File: src/hdl/swed_pkg.sv
// Shared package for the square window erosion and dilation core.
// Holds default sizes, register codes, reset values and the stage control record.
// No dependencies.
package swed_pkg;

  // Default sizes handed to the top-level parameters.
  localparam int DEF_MAX_WIDTH  = 1024;
  localparam int DEF_MAX_RADIUS = 7;
  localparam int DEF_PIXEL_BITS = 16;

  // Largest frame height the height register can express.
  localparam int MAX_HEIGHT = 4095;

  // Configuration port and register field widths.
  localparam int CFG_INDEX_BITS = 2;
  localparam int CFG_DATA_BITS  = 12;
  localparam int CFG_W_BITS     = 11;
  localparam int CFG_H_BITS     = 12;
  localparam int CFG_R_BITS     = 3;

  // Register indexes on the configuration port.
  typedef enum logic [CFG_INDEX_BITS-1:0] {
    REG_FRAME_WIDTH    = 2'd0,
    REG_FRAME_HEIGHT   = 2'd1,
    REG_WINDOW_RADIUS  = 2'd2,
    REG_OPERATION_MODE = 2'd3
  } reg_index_t;

  // Register reset values.
  localparam logic [CFG_W_BITS-1:0] RST_FRAME_WIDTH  = 11'd640;
  localparam logic [CFG_H_BITS-1:0] RST_FRAME_HEIGHT = 12'd480;
  localparam logic [CFG_R_BITS-1:0] RST_RADIUS       = 3'd1;
  localparam logic                  RST_MODE         = 1'b0;

  // Request kinds and operation modes.
  localparam logic ACT_PIXEL   = 1'b0;
  localparam logic ACT_FLUSH   = 1'b1;
  localparam logic MODE_ERODE  = 1'b0;
  localparam logic MODE_DILATE = 1'b1;

  // Control record that travels with each request through the stages.
  typedef struct packed {
    logic valid;
    logic emit;
    logic last;
    logic mode;
  } swed_ctl_t;

endpackage

File: src/hdl/swed_hwin.sv
// Horizontal stage: keeps the last column extremes and reduces the window
// through a registered compare tree. Depends on swed_pkg.
module swed_hwin import swed_pkg::*; #(
  parameter int PIXEL_BITS = 16,
  parameter int MASK_BITS  = 15
) (
  input  logic                  clk,
  input  logic                  rst_n,
  input  logic                  adv,
  input  swed_ctl_t             in_ctl,
  input  logic [PIXEL_BITS-1:0] in_acc,
  input  logic [PIXEL_BITS-1:0] in_val,
  input  logic                  in_incl,
  input  logic [MASK_BITS-1:0]  in_hmask,
  output swed_ctl_t             out_ctl,
  output logic [PIXEL_BITS-1:0] out_result
);

  localparam int NT = MASK_BITS - 1;
  localparam int TL = $clog2(MASK_BITS);
  localparam int NP = 1 << TL;

  function automatic logic [PIXEL_BITS-1:0] pick(input logic [PIXEL_BITS-1:0] a,
                                                 input logic [PIXEL_BITS-1:0] b,
                                                 input logic                  mode);
    if (mode == MODE_DILATE) begin
      return (a > b) ? a : b;
    end else begin
      return (a < b) ? a : b;
    end
  endfunction

  logic [PIXEL_BITS-1:0] col_ext;
  logic [PIXEL_BITS-1:0] ident;
  logic [PIXEL_BITS-1:0] taps_r [0:NT-1];
  logic [PIXEL_BITS-1:0] leaf   [0:NP-1];
  logic [PIXEL_BITS-1:0] node_r [0:NP-2];
  swed_ctl_t             meta_r [0:TL-1];

  // Last row of the column, then the window leaves with masked columns neutral.
  always_comb begin
    col_ext = in_incl ? pick(in_acc, in_val, in_ctl.mode) : in_acc;
    ident   = (in_ctl.mode == MODE_DILATE) ? '0 : '1;
    for (int k = 0; k < NP; k++) begin
      if (k == 0) begin
        leaf[k] = in_hmask[0] ? col_ext : ident;
      end else if (k < MASK_BITS) begin
        leaf[k] = in_hmask[k] ? taps_r[k-1] : ident;
      end else begin
        leaf[k] = ident;
      end
    end
  end

  // Column extremes shift once per request.
  always_ff @(posedge clk) begin
    if (adv && in_ctl.valid) begin
      taps_r[0] <= col_ext;
      for (int k = 1; k < NT; k++) begin
        taps_r[k] <= taps_r[k-1];
      end
    end
  end

  // Control follows the tree one level per cycle while the pipeline advances.
  always_ff @(posedge clk) begin
    if (!rst_n) begin
      for (int l = 0; l < TL; l++) begin
        meta_r[l] <= '0;
      end
    end else if (adv) begin
      meta_r[0] <= in_ctl;
      for (int l = 1; l < TL; l++) begin
        meta_r[l] <= meta_r[l-1];
      end
    end
  end

  // Registered compare tree, deepest level fed from the leaves.
  for (genvar dd = 0; dd < TL; dd++) begin : g_depth
    for (genvar j = 0; j < (1 << dd); j++) begin : g_node
      localparam int NI = (1 << dd) - 1 + j;
      if (dd == TL - 1) begin : g_leaf
        always_ff @(posedge clk) begin
          if (adv) begin
            node_r[NI] <= pick(leaf[2*j], leaf[2*j+1], in_ctl.mode);
          end
        end
      end else begin : g_inner
        always_ff @(posedge clk) begin
          if (adv) begin
            node_r[NI] <= pick(node_r[2*NI+1], node_r[2*NI+2], meta_r[TL-2-dd].mode);
          end
        end
      end
    end
  end

  assign out_ctl    = meta_r[TL-1];
  assign out_result = node_r[0];

endmodule

File: config.mk
export PLATFORM = sky130hd
export DESIGN_NAME = swed_hwin
export DESIGN_NICKNAME = d
export VERILOG_FILES = /design/src/hdl/swed_pkg.sv /design/src/hdl/swed_hwin.sv
export SDC_FILE = /design/constraint.sdc
export NUM_CORES = 1
export LEC_CHECK = 0
export ABC_AREA = 1
export BUFFER_PORTS_ARGS = -buffer_cell sky130_fd_sc_hd__buf_2
export CORE_UTILIZATION = 59
export CTS_BUF_LIST = sky130_fd_sc_hd__clkbuf_4
export DETAILED_ROUTE_END_ITERATION = 6
export PLACE_DENSITY = 0.82
export SLEW_MARGIN = 10
export SYNTH_ARGS = -nofsm -noshare
export SYNTH_HDL_FRONTEND = slang
export SYNTH_SLANG_ARGS = --single-unit
File: constraint.sdc
create_clock -name clk -period 5.3 [get_ports clk]
set_input_delay 0.53 -clock clk [delete_from_list [all_inputs] [get_ports clk]]
set_output_delay 0.53 -clock clk [all_outputs]
set_load 0.02 [all_outputs]
Word-level counts from Yosys, hierarchy flattened
Memories as Yosys holds them, arrays and structs flattened.
Cells that the tools add are included.
- memories: 3
- input port bits: 55
- flip-flop bits (word level): 0
- RAM bits: 480
- output and inout bits: 20
- logic and storage cells: 131
- bitwise logic cells: 4
- muxes and demuxes: 91
- reductions and logical operators: 1
- order comparisons: 32
- memory list (memory ; words ; width ; rd ports ; clocked after Yosys merged registers in ; wr ports ; RTL line ; text):
    node_r ; 15 ; 16 ; 15 ; 0 ; 15 ; swed_hwin.sv:37 ; logic [PIXEL_BITS-1:0] node_r [0:NP-2];
    taps_r ; 14 ; 16 ; 14 ; 0 ; 14 ; swed_hwin.sv:35 ; logic [PIXEL_BITS-1:0] taps_r [0:NT-1];
    meta_r ; 4 ; 4 ; 4 ; 0 ; 4 ; swed_hwin.sv:38 ; swed_ctl_t meta_r [0:TL-1];
- operators with widths (cell ; count):
    $mux W16 ; 80
    $gt A16 B16 Y1 ; 16
    $lt A16 B16 Y1 ; 16
    $mux W4 ; 4
    $mux W1 ; 7
    $or A1 B1 Y1 ; 4
    $logic_and A1 B1 Y1 ; 1

Longest topological paths before layout
Gate-level depths: netlist of the first run.
- depth after elaboration: 9
- mapped depth: 32

Worst setup path after synthesis of the first run
Ideal clock, no wire load.
- path kind: input -> register
- start: input adv
- end: memory taps_r[0][0], enable pin
- path slack: -138 ps
- stages: 2
- arrival: 4863 ps
- path buffers: 0
- path through: nand2_1 -> inv_1
- RTL lines (what ; RTL line ; text):
    start: declaration ; swed_hwin.sv:9 ; input logic adv,
    end: declaration ; swed_hwin.sv:35 ;

==> results of run 1 <==
[layout by cell type (no fill, tap or decap), drive strengths merged]
| cell type | count |
|---|---|
| nor2 | 197 |
| nor4 | 5 |
| clkbuf | 176 |
| a21oi | 487 |
| o221ai | 5 |
| o21a | 9 |
| o221a | 2 |
| inv | 342 |
| o211ai | 190 |
| nor3 | 17 |
| ha | 256 |
| a211oi | 7 |
| o21bai | 1 |
| or2 | 1 |
| or3 | 1 |
| edfxtp | 480 |
| buf | 109 |
| clkinvlp | 3 |
| nand4 | 25 |
| nand2 | 674 |
| a21o | 6 |
| clkinv | 39 |
| diode | 5 |
| dlygate4sd3 | 21 |
| nand3 | 118 |
| o21ai | 347 |
| bufinv | 3 |
| nor3b | 1 |
| and2 | 1 |
| o211a | 2 |
| o22ai | 23 |
| a31oi | 4 |
[kinds of logic after synthesis]
| logic type | count (synthesis) | share of synthesized area |
|---|---|---|
| flip-flops | 480 | 0.475 |
| buffers and inverters | 550 | 0.0746 |
| AO/OA/AOI/OAI | 1083 | 0.200 |
| AND/OR/NAND/NOR | 1040 | 0.145 |
| adder cells (fa/ha/maj) | 256 | 0.106 |
[cell usage after synthesis]
master    number
a211oi_1       7
a21o_1         6
a21oi_1      483
a21oi_2        3
a21oi_4        1
a31oi_1        4
and2_1         1
buf_1         16
buf_2         58
buf_4         23
buf_6          5
clkbuf_1     108
clkbuf_2       1
edfxtp_1     480
ha_1         256
inv_1        337
inv_2          2
nand2_1      660
nand2_2       11
nand2_4        2
nand2_8        1
nand3_1       91
nand3_2       26
nand3_4        1
nand4_1       25
nor2_1       186
nor2_2        11
nor3_1        16
nor3_4         1
nor3b_1        1
nor4_1         5
o211a_1        2
o211ai_1     190
o21a_1         9
o21ai_0      343
o21ai_1        3
o21ai_2        1
o21bai_1       1
o221a_2        2
o221ai_1       5
o22ai_1       23
or2_2          1
or3_1          1
[worst max path at each step]
stage	slack (ns)	from	to
finish	0.82	in_acc[3]	node_r[0][124]$_DFFE_PP_
global route	0.48	in_acc[3]	node_r[0][126]$_DFFE_PP_
CTS	1.0	in_acc[3]	node_r[0][124]$_DFFE_PP_
detailed placement	0.52	in_acc[3]	node_r[0][124]$_DFFE_PP_
global placement	0.60	in_val[7]	node_r[0][113]$_DFFE_PP_
floorplan	0.95	adv	taps_r[0][0]$_DFFE_PP_
[worst min-delay path, cell delays in order]
cell and delay, ns:
buf_2 0.10, a21oi_1 0.05, nor2_1 0.09, nor2_1 0.05
a21oi_1 0.11
[state kept, by name, summed over array words and instances, names as in the netlist]
signal  count
taps_r    224
meta_r     16
node_r    240
[timing repair]
| item | 4_1_cts | 5_1_grt |
|---|---|---|
| hold buffers | 21 | 0 |
| hold endpoints to repair | 63 | 0 |
| buffers inserted | 0 | 0 |
[power groups by stage]
| stage | sequential, uW | combinational (uW) | clock [uW] |
|---|---|---|---|
| after floorplan | 4970 | 2410 | 0 |
| final | 5010 | 3160 | 3240 |
| after global placement | 5070 | 2990 | 0 |
| after CTS | 5010 | 3120 | 3320 |
| after detailed placement | 5090 | 3090 | 0 |
| after global routing | 5050 | 3590 | 3510 |
[per-stage QoR]
step	setup slack (ns)	utilization
2_1_floorplan	0.952	-
3_3_place_gp	0.596	0.611
3_5_place_dp	0.523	0.611
4_1_cts	0.999	0.647
5_1_grt	0.482	0.648
6_report	0.817	0.648
[per-layer routing]
layer / share of wire / vias up
met5: 0.00015 / -
met4: 0.032 / 2
met3: 0.068 / 137
met2: 0.49 / 975
met1: 0.41 / 11600
li1: - / 12300
[final cells by class]
cell class	count	area (um^2)
clock buffer	176	1320
sequential	480	14400
clock inverter	48	283
multi-input combinational	2379	13700
inverter	339	1280
tap	672	841
antenna	5	12.5
fill	4017	17800
timing repair buffer	130	885
==> results.md, run 1 <==
* Post-synth net total at about 3700
* # DRC at 0
* Antenna violations before repair at 3
* CP Capture Type: register
* Worst slew margin at 0.224
* # placed instances at roughly 4000
* Seq pwr share at 0.439
* WP data required at ~6.0 ns
* Clk pwr share at 0.284
* HPWL after detailed placement at 50200 um
* DP Area at 30900 um^2
* Reg2Reg Depth at 7
* Post-synthesis sequential area ratio at 0.475
* Cts bufs inserted at between 100 and 150
* WL final at 72500 um
* Area contributors post-synth: edfxtp_1 48%, ha_1 11%, nand2_1 8.2%
* CTS sink cnt at between 400 and 500
* Clk Latency, worst-skew pair at slightly below 1 ns
* M1 GR Usage at 0.351
* Placer Congestion at 0.914
* Max Cap Viol at 0
* I/O pins at 75
* Post-synth top area share at 0.475
* Design Area, Final at 32700 um^2
* Grt peak-use layer: met2
* Core Area at slightly above 50000 um^2
* CP Buf/Inv Count at 5
* WP depth at 30
* Slew Viols, Final at 0
* Tmin final at about 4.5 ns
* Clock-pin slew on the worst setup and hold paths at 0.06 ns
* Logic pwr share at 0.277
* Final hold slack at roughly 0.10 ns
* Met2 Track Usage GR at 0.455
* Internal power at about 7500 uW
* CTS tree: built
* CTS HTree Levels at 4
* Floorplan die width at 229 um
* FF+latch count, synth at 480
* CP max-delay cell: dlygate4sd3_1
* Hold Path Origin: in_val[8]
* Critical path fanouts, max at 33
* Crit path kind: in -> reg
* Vias in the first global route at between 20000 and 25000
* Post-cts resize count at 0
* Startpoint types: input port
* Maximum clock frequency at about 220 MHz
* WP data arrival at 5.16 ns
* Synth Area per Inst at 8.90 um^2
* R2r endpoint: node_r[0][64]$_DFFE_PP_
* Synthesized area at between 30000 and 40000 um^2
* Yosys cell types at 43
* Worst Hold Class: in -> reg
* Final hold vios at 0
* Root Driver: clkbuf_4
* Die Y at between 200 and 250 um
* Global Route met3 Usage at 0.0593
* WL/cell at roughly 17 um
* CP peak stage delay at roughly 0.54 ns
* Design Power at about 11000 uW
* Switching pwr at ~3900 uW
* Worst hold stages at 5
* Vias per cell at just under 6
* DR pass1 iterations at 6
* Unrepaired setup endpoints after global routing: false
* Outcome: completed
* Worst Clk Skew at 0.0442 ns
* Synth-to-Final Area Change at 7.77%
* CP most frequent cell: nand2_1
* Largest net degree at the start of global routing at just under 200
* Final setup fails at 0
* Cell family contributing the most delay on the critical path: simple AND/OR/NAND/NOR gates
* GRT Util Overall at 0.277
* R2r setup slk at about 1.7 ns
* Layout Cells excl Fill at around 4200
* Critical R2R Launch: node_r[1][26]$_DFFE_PP_
* Hold Path Sink: taps_r[0][8]$_DFFE_PP_
* PortBufs at 74
* Least-Margin Pin Slew at between 1 and 1.5 ns
* 1st-iter DRT viols at between 2000 and 3000
* Yosys top cell by area: edfxtp_1
* Die ar. at between 50000 and 60000 um^2
* Antenna viol nets, final at 0
* Routed vias at ~25000
* Sw frac at 0.345
* Cells after synthesis at 3409
* Fin crit share at 0.846
* Setup total negative slack at 0 ns
* Yosys warns at 0
* Clock buffer depth at 3
* P per Cell Area at 349 nW/um^2
* Share of layout cells above drive strength 1 at 0.105
* Initial Utilization at 0.601
* Row count at between 80 and 90
* First-pass GRT wire length at approximately 120000 um
* Leakage at approximately 0.014 uW
* GR Overflow Total at 0
* Final #Nets at ~3800
* VDD IR-drop max at approximately 0.18 mV
Note: power is estimated with default switching activity, not from simulation.
==> run 2: changes to the inputs <==
CORE_UTILIZATION = 62   (was 59)
clock period = 4.4 ns   (was 5.3 ns; I/O delays follow)
==> results.md, run 2 (same netlist as run 1, synthesis figures left out) <==
* CTS HTree Levels at 4 (unchanged)
* Max reg flops at 240 (unchanged)
* GR Overflow Total at 0 (unchanged)
* CP Capture Type: register
* CP most frequent cell: nand2_1
* CP max-delay cell: dlygate4sd3_1
* Antenna violations before repair at 3 (unchanged)
* Clock-pin slew on the worst setup and hold paths at 0.06 ns (about the same)
* Root Driver: clkbuf_4
* Leakage at 0.0140 uW (+1.3%)
* DR pass1 iterations at 6 (unchanged)
* 1st-iter DRT viols at 2894 (+8.3%)
* Crit path kind: in -> reg
* Die ar. at 49800 um^2 (-4.8%)
* CP peak stage delay at 0.54 ns (about the same)
* Slew Viols, Final at 0 (unchanged)
* Row count at 80 (-2.4%)
* Worst Clk Skew at 0.0902 ns (+0.0461 ns)
* Cts bufs inserted at 130 (unchanged)
* Design Area, Final at 32900 um^2 (+0.79%)
* Fin crit share at 0.839
* CTS sink cnt at 480 (unchanged)
* Commonest cells after routing, fill and taps aside: 660 x nand2_1, 483 x a21oi_1, 480 x edfxtp_1, 343 x o21ai_0, 334 x inv_1
* Internal power at 9140 uW (+22%)
* Reg2Reg Depth at 9 (+2)
* Switching pwr at 4840 uW (+23%)
* WP data required at 5.13 ns (-0.85 ns)
* VDD IR-drop max at 0.245 mV (+33%)
* Clk pwr share at 0.286 (+0.002)
* P per Cell Area at 424 nW/um^2 (+22%)
* Tmin final at between 3 and 4 ns
* Initial Utilization at 0.631 (+0.0304)
* Seq pwr share at 0.433 (-0.006)
* Cell family contributing the most delay on the critical path: simple AND/OR/NAND/NOR gates
* Post-CTS Setup Inserts at 0 (unchanged)
* Most flops, register: node_r
* Layout Cells excl Fill at 4209 (-0.47%)
* Most common cell after layout, fill and taps aside: nand2_1
* Maximum clock frequency at roughly 270 MHz
* Hold Path Origin: in_val[13]
* Sw frac at 0.347 (+0.00142)
* Worst Hold Class: in -> reg
* Max Cap Viol at 0 (unchanged)
* Worst hold stages at 5 (unchanged)
* Vias in the first global route at 24400 (+5.1%)
* Least-Margin Pin Slew at 1.19 ns (+0.0269 ns)
* WL final at 77200 um (+6.6%)
* Synth-to-Final Area Change at 8.62%
* WP data arrival at 4.42 ns (-0.74 ns)
* I/O pins at 75 (unchanged)
* Logic pwr share at 0.281 (+0.004)
* Largest regs: node_r: 240 flops, taps_r: 224 flops, meta_r: 16 flops
* Die Y at 223 um (-2.4%)
* Routed vias at 25600 (+2.4%)
* Final hold vios at 0 (unchanged)
* Largest net degree at the start of global routing at 91 (-54%)
* GRT Util Overall at 0.315 (+0.0377)
* Antenna viol nets, final at 0 (unchanged)
* Outcome: completed
* Worst slew margin at 0.204 (-0.0209)
* Final setup fails at 0 (unchanged)
* HPWL after detailed placement at 55300 um (+10%)
* Post-cts resize count at 0 (unchanged)
* Clk Latency, worst-skew pair at 1.03 ns (+0.05 ns)
* CP Buf/Inv Count at 4 (-1)
* Share of layout cells above drive strength 1 at 0.111 (+0.00564)
* PortBufs at 74 (unchanged)
* DP Area at 31000 um^2 (+0.38%)
* Critical path fanouts, max at 17 (-48%)
* Critical Path Source: in_acc[15]
* Core Area at 48000 um^2 (-4.8%)
* Placer Congestion at 0.928 (+1.5%)
* Final #Nets at 3808 (+0.98%)
* Final setup margin at 0.710 ns (-0.107 ns)
* Setup total negative slack at 0 ns (unchanged)
* First-pass GRT wire length at 124000 um (+6.2%)
* WL/cell at 18.4 um (+7.1%)
* Floorplan die width at 223 um (-2.4%)
* # placed instances at 3947 (-0.80%)
* WP depth at 26 (-13%)
* Unrepaired setup endpoints after global routing: false
* CTS tree: built
* Critical R2R Launch: node_r[1][55]$_DFFE_PP_
* Pre-CTS setup slack at 0.300 ns (-0.222 ns)
* # DRC at 0 (unchanged)
* Vias per cell at 6.08 (+2.9%)
* Clock buffer depth at 3 (unchanged)
* Startpoint types: input port
## run 2: per-stage QoR
stage                     hold slack, ns   util  total power, uW
after floorplan                    0.427      -             8890
after global placement             0.429  0.645             9760
after detailed placement           0.433  0.645             9960
after CTS                       0.000320  0.685            14000
after global routing              0.0719  0.686            14800
final                             0.0687  0.686            14000
## run 2: layer usage
metal  wire length, um  vias to the layer above  part of all wire  track usage
met1             31100                    11900              0.40        0.392
met4              3830                        2             0.050        0.176
li1                  -                    12300                 -            -
met5                13                        -           0.00017            0
met3              5670                      242             0.073       0.0632
met2             36700                     1137              0.47        0.515
## run 2: area by class of cell
class,instances,area [um^2]
Multi-Input combinational cell,2379,13700
Inverter,339,1280
Antenna cell,6,15.0
Sequential cell,480,14400
Timing Repair Buffer,167,1190
Clock buffer,178,1340
Tap cell,615,769
Clock inverter,45,288
Fill cell,3647,15100
## run 2: power groups by stage
stage	combinational (uW)	clock [uW]	sequential, uW
final	3930	3990	6060
after global routing	4440	4280	6100
after CTS	3870	4060	6050
after detailed placement	3820	0	6140
after global placement	3640	0	6120
after floorplan	2900	0	5990
## run 2: worst min-delay path: stages
cell and delay, ns:
buf_2 0.12, inv_1 0.09, nand2_2 0.06, nand3_2 0.06, a21oi_1 0.06
## run 2: path summary, 6_finish.rpt
kind / to / slack [ns]
max: node_r[0][114]$_DFFE_PP_ / 0.71
min: taps_r[0][13]$_DFFE_PP_ / 0.07
max reg2reg: node_r[0][91]$_DFFE_PP_ / 0.75
min reg2reg: taps_r[0][20]$_DFFE_PP_ / 0.40
## run 2: what timing repair did
item                                    CTS  global route
hold buffers                             33             0
endpoints found under the setup margin    0             0
endpoints found under the hold margin    40             0
